===== src/design/lco_pkg.sv =====
`timescale 1ns / 1ps
// Shared constants, register indexes and controller/datapath types for the line clipper.
// Used by the interfaces, controller, datapath, top level and testbench; depends on nothing.
package lco_pkg;

    localparam int COORD_WIDTH = 16;
    localparam int MAX_PASSES  = 16;
    localparam int PASS_W      = $clog2(MAX_PASSES + 1);
    localparam int CFG_IDX_W   = 2;

    typedef enum logic [CFG_IDX_W-1:0] {
        CFG_X_MIN = 2'd0,
        CFG_Y_MIN = 2'd1,
        CFG_X_MAX = 2'd2,
        CFG_Y_MAX = 2'd3
    } t_cfg_idx;

    localparam logic [3:0] CODE_LEFT  = 4'h1;
    localparam logic [3:0] CODE_RIGHT = 4'h2;
    localparam logic [3:0] CODE_BELOW = 4'h4;
    localparam logic [3:0] CODE_ABOVE = 4'h8;

    typedef struct packed {
        logic load;
        logic setup;
        logic mul;
        logic div_step;
        logic update;
        logic out_load;
        logic accept_flag;
    } t_dp_cmd;

    typedef struct packed {
        logic in_window;
        logic reject;
    } t_dp_status;

endpackage


===== src/design/lco_ifs.sv =====
`timescale 1ns / 1ps
// Valid/ready channel interfaces for segments, results and register writes.
// Depends on lco_pkg for default widths.
interface lco_seg_if #(parameter int W = lco_pkg::COORD_WIDTH);
    logic         valid;
    logic         ready;
    logic [W-1:0] x_start;
    logic [W-1:0] y_start;
    logic [W-1:0] x_end;
    logic [W-1:0] y_end;
    modport source (output valid, x_start, y_start, x_end, y_end, input ready);
    modport sink   (input valid, x_start, y_start, x_end, y_end, output ready);
endinterface

interface lco_res_if #(parameter int W = lco_pkg::COORD_WIDTH);
    logic         valid;
    logic         ready;
    logic         accepted;
    logic [W-1:0] clip_x_start;
    logic [W-1:0] clip_y_start;
    logic [W-1:0] clip_x_end;
    logic [W-1:0] clip_y_end;
    modport source (output valid, accepted, clip_x_start, clip_y_start, clip_x_end,
                    clip_y_end, input ready);
    modport sink   (input valid, accepted, clip_x_start, clip_y_start, clip_x_end,
                    clip_y_end, output ready);
endinterface

interface lco_cfg_if #(parameter int W = lco_pkg::COORD_WIDTH);
    logic                           valid;
    logic                           ready;
    logic [lco_pkg::CFG_IDX_W-1:0]  index;
    logic [W-1:0]                   data;
    modport source (output valid, index, data, input ready);
    modport sink   (input valid, index, data, output ready);
endinterface


===== src/design/lco_ctrl.sv =====
`timescale 1ns / 1ps
// Controller state machine for the line clipper: sequences tests, clip passes and output.
// Depends on lco_pkg for command and status types.
module lco_ctrl #(
    parameter int COORD_WIDTH = lco_pkg::COORD_WIDTH
) (
    input  logic                i_clk,
    input  logic                i_rst_n,
    input  logic                i_in_valid,
    output logic                o_in_ready,
    output logic                o_out_valid,
    input  logic                i_out_ready,
    input  lco_pkg::t_dp_status i_status,
    output lco_pkg::t_dp_cmd    o_cmd
);

    localparam int DIV_STEPS = 2 * COORD_WIDTH;
    localparam int CNT_W     = $clog2(DIV_STEPS);

    typedef enum logic [2:0] {
        S_IDLE, S_TEST, S_MUL, S_DIV, S_UPD, S_DONE
    } t_state;

    t_state                       r_state;
    logic [lco_pkg::PASS_W-1:0]   r_pass;
    logic [CNT_W-1:0]             r_cnt;
    logic                         r_acc;
    logic                         r_out_valid;
    logic                         w_out_free;

    assign w_out_free  = !r_out_valid || i_out_ready;
    assign o_in_ready  = (r_state == S_IDLE);
    assign o_out_valid = r_out_valid;

    always_comb begin
        o_cmd             = '0;
        o_cmd.accept_flag = r_acc;
        unique case (r_state)
            S_IDLE: o_cmd.load     = i_in_valid;
            S_TEST: o_cmd.setup    = !i_status.in_window && !i_status.reject &&
                                     (r_pass != lco_pkg::PASS_W'(lco_pkg::MAX_PASSES));
            S_MUL:  o_cmd.mul      = 1'b1;
            S_DIV:  o_cmd.div_step = 1'b1;
            S_UPD:  o_cmd.update   = 1'b1;
            S_DONE: o_cmd.out_load = w_out_free;
            default: o_cmd = '0;
        endcase
    end

    always_ff @(posedge i_clk) begin
        if (!i_rst_n) begin
            r_state     <= S_IDLE;
            r_pass      <= '0;
            r_cnt       <= '0;
            r_acc       <= 1'b0;
            r_out_valid <= 1'b0;
        end else begin
            if (r_out_valid && i_out_ready) begin
                r_out_valid <= 1'b0;
            end
            unique case (r_state)
                S_IDLE: begin
                    if (i_in_valid) begin
                        r_pass  <= '0;
                        r_state <= S_TEST;
                    end
                end
                S_TEST: begin
                    if (i_status.in_window) begin
                        r_acc   <= 1'b1;
                        r_state <= S_DONE;
                    end else if (i_status.reject ||
                                 r_pass == lco_pkg::PASS_W'(lco_pkg::MAX_PASSES)) begin
                        r_acc   <= 1'b0;
                        r_state <= S_DONE;
                    end else begin
                        r_state <= S_MUL;
                    end
                end
                S_MUL: begin
                    r_cnt   <= '0;
                    r_state <= S_DIV;
                end
                S_DIV: begin
                    if (r_cnt == CNT_W'(DIV_STEPS - 1)) begin
                        r_state <= S_UPD;
                    end else begin
                        r_cnt <= r_cnt + CNT_W'(1);
                    end
                end
                S_UPD: begin
                    r_pass  <= r_pass + lco_pkg::PASS_W'(1);
                    r_state <= S_TEST;
                end
                S_DONE: begin
                    if (w_out_free) begin
                        r_out_valid <= 1'b1;
                        r_state     <= S_IDLE;
                    end
                end
                default: r_state <= S_IDLE;
            endcase
        end
    end

endmodule


===== src/design/lco_dp.sv =====
`timescale 1ns / 1ps
// Datapath for the line clipper: window registers, endpoints, outcodes, multiplier,
// bit-serial divider and output registers. Depends on lco_pkg.
module lco_dp #(
    parameter int W = lco_pkg::COORD_WIDTH
) (
    input  logic                       i_clk,
    input  logic                       i_rst_n,
    input  logic                       i_cfg_we,
    input  logic [lco_pkg::CFG_IDX_W-1:0] i_cfg_index,
    input  logic [W-1:0]               i_cfg_data,
    input  logic [W-1:0]               i_x_start,
    input  logic [W-1:0]               i_y_start,
    input  logic [W-1:0]               i_x_end,
    input  logic [W-1:0]               i_y_end,
    input  lco_pkg::t_dp_cmd           i_cmd,
    output lco_pkg::t_dp_status        o_status,
    output logic                       o_accepted,
    output logic [W-1:0]               o_x_start,
    output logic [W-1:0]               o_y_start,
    output logic [W-1:0]               o_x_end,
    output logic [W-1:0]               o_y_end
);

    logic signed [W-1:0] r_x_min, r_y_min, r_x_max, r_y_max;
    logic signed [W-1:0] r_x0, r_y0, r_x1, r_y1;
    logic [W-1:0]        r_mag_a, r_mag_b, r_mag_d;
    logic                r_neg, r_horiz, r_first;
    logic [W-1:0]        r_base, r_edge;
    logic [2*W-1:0]      r_prod;
    logic [W-1:0]        r_rem, r_quo;
    logic                r_accepted;
    logic [W-1:0]        r_ox0, r_oy0, r_ox1, r_oy1;

    logic [3:0]          w_c0, w_c1, w_co;
    logic signed [W:0]   w_delta, w_num, w_den;
    logic [W-1:0]        w_base, w_edge;
    logic                w_horiz;
    logic [W:0]          w_rem_sh;
    logic                w_ge;
    logic [W-1:0]        w_q, w_off, w_val;

    function automatic logic [3:0] outcode(logic signed [W-1:0] x, logic signed [W-1:0] y,
                                           logic signed [W-1:0] xl, logic signed [W-1:0] xh,
                                           logic signed [W-1:0] yl, logic signed [W-1:0] yh);
        logic [3:0] c;
        c = 4'h0;
        if (x < xl) begin
            c = c | lco_pkg::CODE_LEFT;
        end else if (x > xh) begin
            c = c | lco_pkg::CODE_RIGHT;
        end
        if (y < yl) begin
            c = c | lco_pkg::CODE_BELOW;
        end else if (y > yh) begin
            c = c | lco_pkg::CODE_ABOVE;
        end
        return c;
    endfunction

    function automatic logic [W-1:0] mag(logic signed [W:0] v);
        logic signed [W:0] a;
        a = v[W] ? -v : v;
        return a[W-1:0];
    endfunction

    function automatic logic signed [W:0] sdiff(logic signed [W-1:0] a,
                                                logic signed [W-1:0] b);
        return {a[W-1], a} - {b[W-1], b};
    endfunction

    assign w_c0               = outcode(r_x0, r_y0, r_x_min, r_x_max, r_y_min, r_y_max);
    assign w_c1               = outcode(r_x1, r_y1, r_x_min, r_x_max, r_y_min, r_y_max);
    assign o_status.in_window = ((w_c0 | w_c1) == 4'h0);
    assign o_status.reject    = ((w_c0 & w_c1) != 4'h0);
    assign w_co               = (w_c0 != 4'h0) ? w_c0 : w_c1;

    always_comb begin
        if ((w_co & lco_pkg::CODE_ABOVE) != 4'h0) begin
            w_delta = sdiff(r_x1, r_x0);
            w_num   = sdiff(r_y_max, r_y0);
            w_den   = sdiff(r_y1, r_y0);
            w_base  = r_x0;
            w_edge  = r_y_max;
            w_horiz = 1'b1;
        end else if ((w_co & lco_pkg::CODE_BELOW) != 4'h0) begin
            w_delta = sdiff(r_x1, r_x0);
            w_num   = sdiff(r_y_min, r_y0);
            w_den   = sdiff(r_y1, r_y0);
            w_base  = r_x0;
            w_edge  = r_y_min;
            w_horiz = 1'b1;
        end else if ((w_co & lco_pkg::CODE_RIGHT) != 4'h0) begin
            w_delta = sdiff(r_y1, r_y0);
            w_num   = sdiff(r_x_max, r_x0);
            w_den   = sdiff(r_x1, r_x0);
            w_base  = r_y0;
            w_edge  = r_x_max;
            w_horiz = 1'b0;
        end else begin
            w_delta = sdiff(r_y1, r_y0);
            w_num   = sdiff(r_x_min, r_x0);
            w_den   = sdiff(r_x1, r_x0);
            w_base  = r_y0;
            w_edge  = r_x_min;
            w_horiz = 1'b0;
        end
    end

    assign w_rem_sh = {r_rem, r_prod[2*W-1]};
    assign w_ge     = (w_rem_sh >= {1'b0, r_mag_d});
    assign w_q      = (r_mag_d == '0) ? '0 : r_quo;
    assign w_off    = r_neg ? -w_q : w_q;
    assign w_val    = r_base + w_off;

    always_ff @(posedge i_clk) begin
        if (!i_rst_n) begin
            r_x_min <= '0;
            r_y_min <= '0;
            r_x_max <= '0;
            r_y_max <= '0;
        end else if (i_cfg_we) begin
            unique case (lco_pkg::t_cfg_idx'(i_cfg_index))
                lco_pkg::CFG_X_MIN: r_x_min <= i_cfg_data;
                lco_pkg::CFG_Y_MIN: r_y_min <= i_cfg_data;
                lco_pkg::CFG_X_MAX: r_x_max <= i_cfg_data;
                lco_pkg::CFG_Y_MAX: r_y_max <= i_cfg_data;
                default: ;
            endcase
        end
    end

    always_ff @(posedge i_clk) begin
        if (i_cmd.load) begin
            r_x0 <= i_x_start;
            r_y0 <= i_y_start;
            r_x1 <= i_x_end;
            r_y1 <= i_y_end;
        end else if (i_cmd.update) begin
            if (r_first) begin
                r_x0 <= r_horiz ? w_val : r_edge;
                r_y0 <= r_horiz ? r_edge : w_val;
            end else begin
                r_x1 <= r_horiz ? w_val : r_edge;
                r_y1 <= r_horiz ? r_edge : w_val;
            end
        end
        if (i_cmd.setup) begin
            r_mag_a <= mag(w_delta);
            r_mag_b <= mag(w_num);
            r_mag_d <= mag(w_den);
            r_neg   <= w_delta[W] ^ w_num[W] ^ w_den[W];
            r_base  <= w_base;
            r_edge  <= w_edge;
            r_horiz <= w_horiz;
            r_first <= (w_c0 != 4'h0);
        end
        if (i_cmd.mul) begin
            r_prod <= r_mag_a * r_mag_b;
            r_rem  <= '0;
            r_quo  <= '0;
        end else if (i_cmd.div_step) begin
            r_prod <= {r_prod[2*W-2:0], 1'b0};
            r_rem  <= w_ge ? W'(w_rem_sh - {1'b0, r_mag_d}) : w_rem_sh[W-1:0];
            r_quo  <= {r_quo[W-2:0], w_ge};
        end
        if (i_cmd.out_load) begin
            r_accepted <= i_cmd.accept_flag;
            r_ox0      <= r_x0;
            r_oy0      <= r_y0;
            r_ox1      <= r_x1;
            r_oy1      <= r_y1;
        end
    end

    assign o_accepted = r_accepted;
    assign o_x_start  = r_ox0;
    assign o_y_start  = r_oy0;
    assign o_x_end    = r_ox1;
    assign o_y_end    = r_oy1;

endmodule


===== src/design/line_clip_outcode.sv =====
`timescale 1ns / 1ps
// A segment needing no clip pass goes from the test state to the done state, where the result
// is registered; each clip pass runs the test, multiply, bit-serial divide and update states.
// At most 16 passes. One segment at a time: a new segment is taken only once the controller
// returns to idle, which it does as the result is registered; a stalled output holds it in done.
// Reset: window registers clear to zero, controller returns to idle, no result valid.
module line_clip_outcode #(
    parameter int COORD_WIDTH = lco_pkg::COORD_WIDTH
) (
    input  logic       i_clk,
    input  logic       i_rst_n,
    lco_seg_if.sink    i_seg,
    lco_cfg_if.sink    i_cfg,
    lco_res_if.source  o_res
);

    lco_pkg::t_dp_cmd    w_cmd;
    lco_pkg::t_dp_status w_status;

    assign i_cfg.ready = 1'b1;

    lco_ctrl #(.COORD_WIDTH(COORD_WIDTH)) u_ctrl (
        .i_clk       (i_clk),
        .i_rst_n     (i_rst_n),
        .i_in_valid  (i_seg.valid),
        .o_in_ready  (i_seg.ready),
        .o_out_valid (o_res.valid),
        .i_out_ready (o_res.ready),
        .i_status    (w_status),
        .o_cmd       (w_cmd)
    );

    lco_dp #(.W(COORD_WIDTH)) u_dp (
        .i_clk       (i_clk),
        .i_rst_n     (i_rst_n),
        .i_cfg_we    (i_cfg.valid),
        .i_cfg_index (i_cfg.index),
        .i_cfg_data  (i_cfg.data),
        .i_x_start   (i_seg.x_start),
        .i_y_start   (i_seg.y_start),
        .i_x_end     (i_seg.x_end),
        .i_y_end     (i_seg.y_end),
        .i_cmd       (w_cmd),
        .o_status    (w_status),
        .o_accepted  (o_res.accepted),
        .o_x_start   (o_res.clip_x_start),
        .o_y_start   (o_res.clip_y_start),
        .o_x_end     (o_res.clip_x_end),
        .o_y_end     (o_res.clip_y_end)
    );

endmodule


===== src/flat_wrapper.sv =====
// flat-port wrapper written by rule: the top's interface ports become plain ports
module line_clip_outcode_flat 
#(
    parameter int COORD_WIDTH = lco_pkg::COORD_WIDTH
)
  (i_clk, i_rst_n, i_seg_valid, i_seg_x_start, i_seg_y_start, i_seg_x_end, i_seg_y_end, i_seg_ready, i_cfg_valid, i_cfg_index, i_cfg_data, i_cfg_ready, o_res_valid, o_res_accepted, o_res_clip_x_start, o_res_clip_y_start, o_res_clip_x_end, o_res_clip_y_end, o_res_ready);
  lco_seg_if #(.W((lco_pkg::COORD_WIDTH))) i_seg_i ();
  lco_cfg_if #(.W((lco_pkg::COORD_WIDTH))) i_cfg_i ();
  lco_res_if #(.W((lco_pkg::COORD_WIDTH))) o_res_i ();
  input  logic i_clk;
  input  logic i_rst_n;
  input wire logic [$bits(i_seg_i.valid)-1:0] i_seg_valid;
  input wire logic [$bits(i_seg_i.x_start)-1:0] i_seg_x_start;
  input wire logic [$bits(i_seg_i.y_start)-1:0] i_seg_y_start;
  input wire logic [$bits(i_seg_i.x_end)-1:0] i_seg_x_end;
  input wire logic [$bits(i_seg_i.y_end)-1:0] i_seg_y_end;
  output wire logic [$bits(i_seg_i.ready)-1:0] i_seg_ready;
  input wire logic [$bits(i_cfg_i.valid)-1:0] i_cfg_valid;
  input wire logic [$bits(i_cfg_i.index)-1:0] i_cfg_index;
  input wire logic [$bits(i_cfg_i.data)-1:0] i_cfg_data;
  output wire logic [$bits(i_cfg_i.ready)-1:0] i_cfg_ready;
  output wire logic [$bits(o_res_i.valid)-1:0] o_res_valid;
  output wire logic [$bits(o_res_i.accepted)-1:0] o_res_accepted;
  output wire logic [$bits(o_res_i.clip_x_start)-1:0] o_res_clip_x_start;
  output wire logic [$bits(o_res_i.clip_y_start)-1:0] o_res_clip_y_start;
  output wire logic [$bits(o_res_i.clip_x_end)-1:0] o_res_clip_x_end;
  output wire logic [$bits(o_res_i.clip_y_end)-1:0] o_res_clip_y_end;
  input wire logic [$bits(o_res_i.ready)-1:0] o_res_ready;
  assign i_seg_i.valid = i_seg_valid;
  assign i_seg_i.x_start = i_seg_x_start;
  assign i_seg_i.y_start = i_seg_y_start;
  assign i_seg_i.x_end = i_seg_x_end;
  assign i_seg_i.y_end = i_seg_y_end;
  assign i_seg_ready = i_seg_i.ready;
  assign i_cfg_i.valid = i_cfg_valid;
  assign i_cfg_i.index = i_cfg_index;
  assign i_cfg_i.data = i_cfg_data;
  assign i_cfg_ready = i_cfg_i.ready;
  assign o_res_valid = o_res_i.valid;
  assign o_res_accepted = o_res_i.accepted;
  assign o_res_clip_x_start = o_res_i.clip_x_start;
  assign o_res_clip_y_start = o_res_i.clip_y_start;
  assign o_res_clip_x_end = o_res_i.clip_x_end;
  assign o_res_clip_y_end = o_res_i.clip_y_end;
  assign o_res_i.ready = o_res_ready;
  line_clip_outcode #(.COORD_WIDTH(COORD_WIDTH)) u_core (.i_clk(i_clk), .i_rst_n(i_rst_n), .i_seg(i_seg_i), .i_cfg(i_cfg_i), .o_res(o_res_i));
endmodule

===== config.mk =====
export PLATFORM = sky130hd
export DESIGN_NAME = line_clip_outcode_flat
export DESIGN_NICKNAME = d
export VERILOG_FILES = /design/src/design/lco_pkg.sv /design/src/design/lco_ifs.sv /design/src/design/lco_ctrl.sv /design/src/design/lco_dp.sv /design/src/design/line_clip_outcode.sv /design/src/flat_wrapper.sv
export SDC_FILE = /design/constraint.sdc
export NUM_CORES = 2
export LEC_CHECK = 0
export CAP_MARGIN = 20
export CORE_ASPECT_RATIO = 0.75
export CORE_MARGIN = 5
export CORE_UTILIZATION = 30
export CTS_CLUSTER_SIZE = 30
export DETAILED_ROUTE_END_ITERATION = 16
export DONT_BUFFER_PORTS = 1
export PLACE_DENSITY = 0.49
export REMOVE_ABC_BUFFERS = 1
export SLEW_MARGIN = 20
export SYNTH_ARGS = -nofsm -noshare
export SYNTH_HDL_FRONTEND = slang
export SYNTH_SLANG_ARGS = --single-unit

===== constraint.sdc =====
create_clock -name i_clk -period 16.4 [get_ports i_clk]
set_clock_uncertainty 0.05 [all_clocks]
set_input_delay 0 -clock i_clk [delete_from_list [all_inputs] [get_ports i_clk]]
set_output_delay 0 -clock i_clk [all_outputs]
set_load 0.03 [all_outputs]

Yosys cells after proc, flatten, opt, wreduce, memory -nomap -nowiden
Cells that the tools add are included.
{ "totals": {"input_bits": 87, "regBits": 355, "wordCells": 169, "out_inout_bits": 68} }
{ "op_classes": {"multipliers": 1, "eq_ne": 16, "bitwise": 4, "add_sub_neg": 14, "n_mux": 65, "n_lt_le_gt_ge": 9, "reduce_logical": 31} }
{ "op_table": {"columns": ["cell", "n"], "rows": [
  ["$mux 16", 25],
  ["$mux 17", 7],
  ["$sub 16x16->17", 6],
  ["$gt 16x16->1", 4],
  ["$lt 16x16->1", 4],
  ["$mux 32", 2],
  ["$neg 16->16", 4],
  ["$mul 16x16->32", 1],
  ["$mux 4", 6],
  ["$pmux 5 s2", 2],
  ["$pmux 3 s6", 1],
  ["$reduce_and 2->1", 9],
  ["$ge 17x16->1", 1],
  ["$add 16x16->16", 1],
  ["$logic_not 16->1", 1],
  ["$sub 16x16->16", 1],
  ["$mux 3", 5],
  ["$mux 1", 12],
  ["$reduce_bool 2->1", 6],
  ["$add 5x1->5 const B", 2],
  ["$eq 5x5->1 const B", 2],
  ["$mux 5", 2],
  ["$ne 2x2->1 const B", 4],
  ["$reduce_bool 4->1", 2],
  ["other kinds (19)", 30]
]} }

Depth between registers and ports, before layout
{ "depth": {"word_depth": 12, "depth_mapped": 26, "depth_no_buf": 25} }

By module
A second synthesis with hierarchy kept.
{ "hier_totals": {"hier_cells": 3508, "area_unflattened_um2": 32023.2} }
{ "by_module_without_submodules": {"columns": ["module", "seq_area_each_um2", "instances", "area_each_um2", "cells_each"], "rows": [
  ["lco_dp", 9248.9, 1, 31186.2, 3410],
  ["lco_ctrl", 300.3, 1, 825.8, 96],
  ["line_clip_outcode", 0.0, 1, 11.3, 2]
]} }

Least setup slack after synthesis
Ideal clock, no wire load.
{ "synth_path": {"kind": "reg-to-reg", "start": "reg u_core.u_dp.r_mag_b[1]", "end": "reg u_core.u_dp.r_prod[30] (data pin)", "path_buffers": 1, "arrival_time_ps": 6620, "t_required_ps": 16081, "setup_ps": 269, "setup_slack_ps": 9461, "period_less_slack_ps": 6939, "stages_incl_launch_ff": 25, "cell_sequence": "edfxtp_1 clkbuf_1 nand2_1 fa_1 fa_1 fa_1 fa_1 inv_1 fa_1 inv_1 fa_1 inv_1 ha_1 a21o_1 a21oi_1 o21a_1 o311ai_0 a41oi_1 o221ai_1 a21oi_1 nor2b_1 or4_1 a31oi_1 xor2_1 o21ai_0"} }
{ "synth_between": {"elab_chain_len": 2} }
{ "synth_rtl": {"columns": ["element", "line_no", "text"], "rows": [
  ["from (decl)", "lco_dp.sv:27", "logic [W-1:0] r_mag_a, r_mag_b, r_mag_d;"],
  ["from (signal assigned)", "lco_dp.sv:150", "r_mag_b <= mag(w_num);"],
  ["$mul 16x16->32", "lco_dp.sv:159", "r_prod <= r_mag_a * r_mag_b;"],
  ["$mux 32", "lco_dp.sv:158", "if (i_cmd.mul) begin"],
  ["to (signal assigned)", "lco_dp.sv:159", null],
  ["to (signal assigned)", "lco_dp.sv:163", "r_prod <= {r_prod[2*W-2:0], 1'b0};"],
  ["to (decl)", "lco_dp.sv:30", "logic [2*W-1:0] r_prod;"]
]} }
No other way between the ends.
A chain may end at the register's enable or synchronous reset.

Final worst setup path
{ "layout_path": {"start": "reg u_core.u_dp.r_mag_a[7]", "end": "reg u_core.u_dp.r_prod[30] (data pin)"} }
{ "layout_between": {"elab_chain_len": 2} }
{ "layout_rtl": {"columns": ["element", "line_no", "text"], "rows": [
  ["from (decl)", "lco_dp.sv:27", null],
  ["from (signal assigned)", "lco_dp.sv:149", "r_mag_a <= mag(w_delta);"],
  ["$mul 16x16->32", "lco_dp.sv:159", null],
  ["$mux 32", "lco_dp.sv:158", null]
]} }
No other way between the ends.

==> results.yml <==
worst_setup_path:
  reg2reg_slack_ns: 8.61
  crit_path_end_kind: "register"
  cp.arrival_ns: 8.05
  r2r-start: "u_core.u_dp.r_mag_a[7]"
  critical_path.startpoint_type: "register"
  worstRegToRegCells: 24
  cp-startpoint: "u_core.u_dp.r_mag_a[7]"
  cp_max_fo: 16
  worstPathRequired_ns: 16.65
  critPathKind: "register to register"
sta:
  slew_headroom: 0.258
  finalCritPeriodShare: 0.475
  setup_violations: 0
  rsz0062_at_grt: "false"
  post-route-min-period_ns: 7.79
  tightest_slew_ns: 1.11
  slew_viol_final: 0
  fmax_ghz: 0.128
  finalHoldViolCount: 0
  fin_setup_tns_ns: 0
synth:
  yosys.area.top_type: "edfxtp_1"
  synthesis.instances: 3528
  synth_edf_count: 244
  yosys_most_used_dff: "edfxtp_1"
  synth.area.top_cells: "edfxtp_1, fa_1, ha_1"
  yosysTopAreaCellShare: 0.230
  yosysUniqueCellTypes: 99
  yosysMostFrequentCell: "nand2_1"
  synth_area_mm2: 0.0319
  yosys_warnings: 0
  ys_ff_latch: 355
  seq_area_frac_synth: 0.299
  synthTopCellsByCount: "nand2_1, inv_1, ha_1"
  postSynth.asyncResetShare: 0
  synth_area_per_cell_um2: 9.04
clock_network:
  h-tree-depth: 2
  postCtsSetupBuffers: 0
  postCtsHoldBufs: 105
  cts_tree: "built"
  cts_num_sinks: 355
  cts-root-buf: "clkbuf_16"
  insertion_delay_ns: 0.62
  cts_buffers: 44
  clockBufferDepth: 3
  cts.clk_slew.worst_paths_ns: 0.06
  cts-resized-gates: 0
floorplanning:
  core-area_mm2: 0.105
  start_util: 0.303
  ioPinCount: 155
  std_cell_rows: 103
  die_w_um: 387
  die_h_um: 292
  dieArea_mm2: 0.113
drt:
  drc: 0
  drt-initial-drc-count: 2138
  wl_mm: 107
  vias_per_cell: 5.03
  dr.pass1.iters: 8
  wl_per_cell_um: 21.1
  vias: 25400
  ant_nets: 0
global_routing:
  grt_pass1_wl_mm: 160
  grt_max_degree: 73
  antenna_found_initial: 10
  grt_use_total: 0.184
  grt_pass1_vias: 24300
  grt_remaining_overflow: 0
cells_and_area:
  nets: 4176
  regMostFlops: "u_core.u_dp.r_prod"
  layout-drive-gt1-share: 0.0445
  largest_reg_flops: 32
  areaGrowthSynthToFinish_pct: 12.9
  fillCellCount: 10900
worst_hold_path:
  min_path_cells: 3
  min_from: "i_cfg_index[0]"
  hold_class: "primary input to register"
placement:
  gp_congestion: 0.921
  portBuffers: 0
  hpwlAfterDp_mm: 83.6
run:
  cap_violations: 0
run_status:
  status: "finished clean"
[cells by family (layout without fill, tap and decap cells)]
logic type,after synthesis,after routing,share of synthesized area
xor+xnor,183,183,0.0502
fa+ha+maj,503,503,0.245
other cells,1,7,0.000118
flops,355,355,0.299
buf+inv,515,608,0.0622
simple gates,1139,1139,0.164
compound gates,770,770,0.160
mux,62,62,0.0199
[critical path, cell delays in order (launching register included)]
cell and delay [ns]:
edfxtp_1 0.65, and2_1 0.27, fa_1 0.53, inv_1 0.05, fa_1 0.48, fa_1 0.53
fa_1 0.55, inv_1 0.05, fa_1 0.53, inv_1 0.05, fa_1 0.52, inv_1 0.04
ha_1 0.33, a21o_1 0.19, a21oi_1 0.30, o21a_1 0.16, o311ai_0 0.24, a41oi_1 0.53
o221ai_1 0.21, a21oi_1 0.27, nor2b_1 0.09, or4_1 0.43, a31oi_1 0.21, xor2_1 0.15
o21ai_0 0.08
[worst paths after layout]
check	endpoint
setup / recovery	u_core.u_dp.r_prod[30]
hold / removal	u_core.u_dp.r_y_max[14]
setup reg to reg	u_core.u_dp.r_prod[30]
hold reg to reg	u_core.u_dp.o_x_start[5]
[layout make-up]
cell class                 instances  area [um2]  share of cell area
tap                             1417        1770              0.0492
multi-input combinational       2658       20400               0.567
clock buffer                      50        1120              0.0312
sequential                       355        9550               0.265
timing repair buffer             131        1260              0.0350
clock inverter                    31         374              0.0104
antenna                            6        15.0            0.000417
inverter                         396        1490              0.0413
[routing by layer]
| metal | GRT usage | share of wire |
|---|---|---|
| met5 | 0 | 0.00012 |
| met4 | 0.0383 | 0.021 |
| met3 | 0.0521 | 0.096 |
| met2 | 0.258 | 0.39 |
| met1 | 0.280 | 0.49 |
[per-stage QoR]
stage / hold WS (ns) / util / worst slack, ns / instances / area, um2
after floorplan: 0.0717 / - / 9.48 / 3409 / 31400
after global placement: 0.0859 / 0.317 / 8.62 / 4851 / 33400
after detailed placement: 0.0900 / 0.317 / 8.58 / 4851 / 33400
after CTS: 0.00314 / 0.341 / 8.57 / 5037 / 36000
after global routing: 0.0457 / 0.342 / 8.11 / 5038 / 36000
final: 0.0445 / 0.342 / 8.61 / 5044 / 36000
[layout by cell type (no fill, tap or decap), types with 18 or more instances in the layout]
cell type,instances
a211oi_1,32
a21boi_0,73
a21o_1,53
a21oi_1,172
a22oi_1,22
and2_1,131
buf_4,25
clkbuf_16,44
dfxtp_1,111
dlygate4sd3_1,104
edfxtp_1,244
fa_1,202
ha_1,301
inv_1,393
mux2i_1,51
nand2_1,513
nand2b_1,18
nand3_1,52
nand4_1,30
nor2_1,226
nor2b_1,31
nor3_1,54
o211ai_1,20
o21a_1,55
o21ai_0,178
xnor2_1,120
xor2_1,63
Power is not shown: default switching activity piles up to over one toggle a cycle in this logic, so the estimate is an artifact.
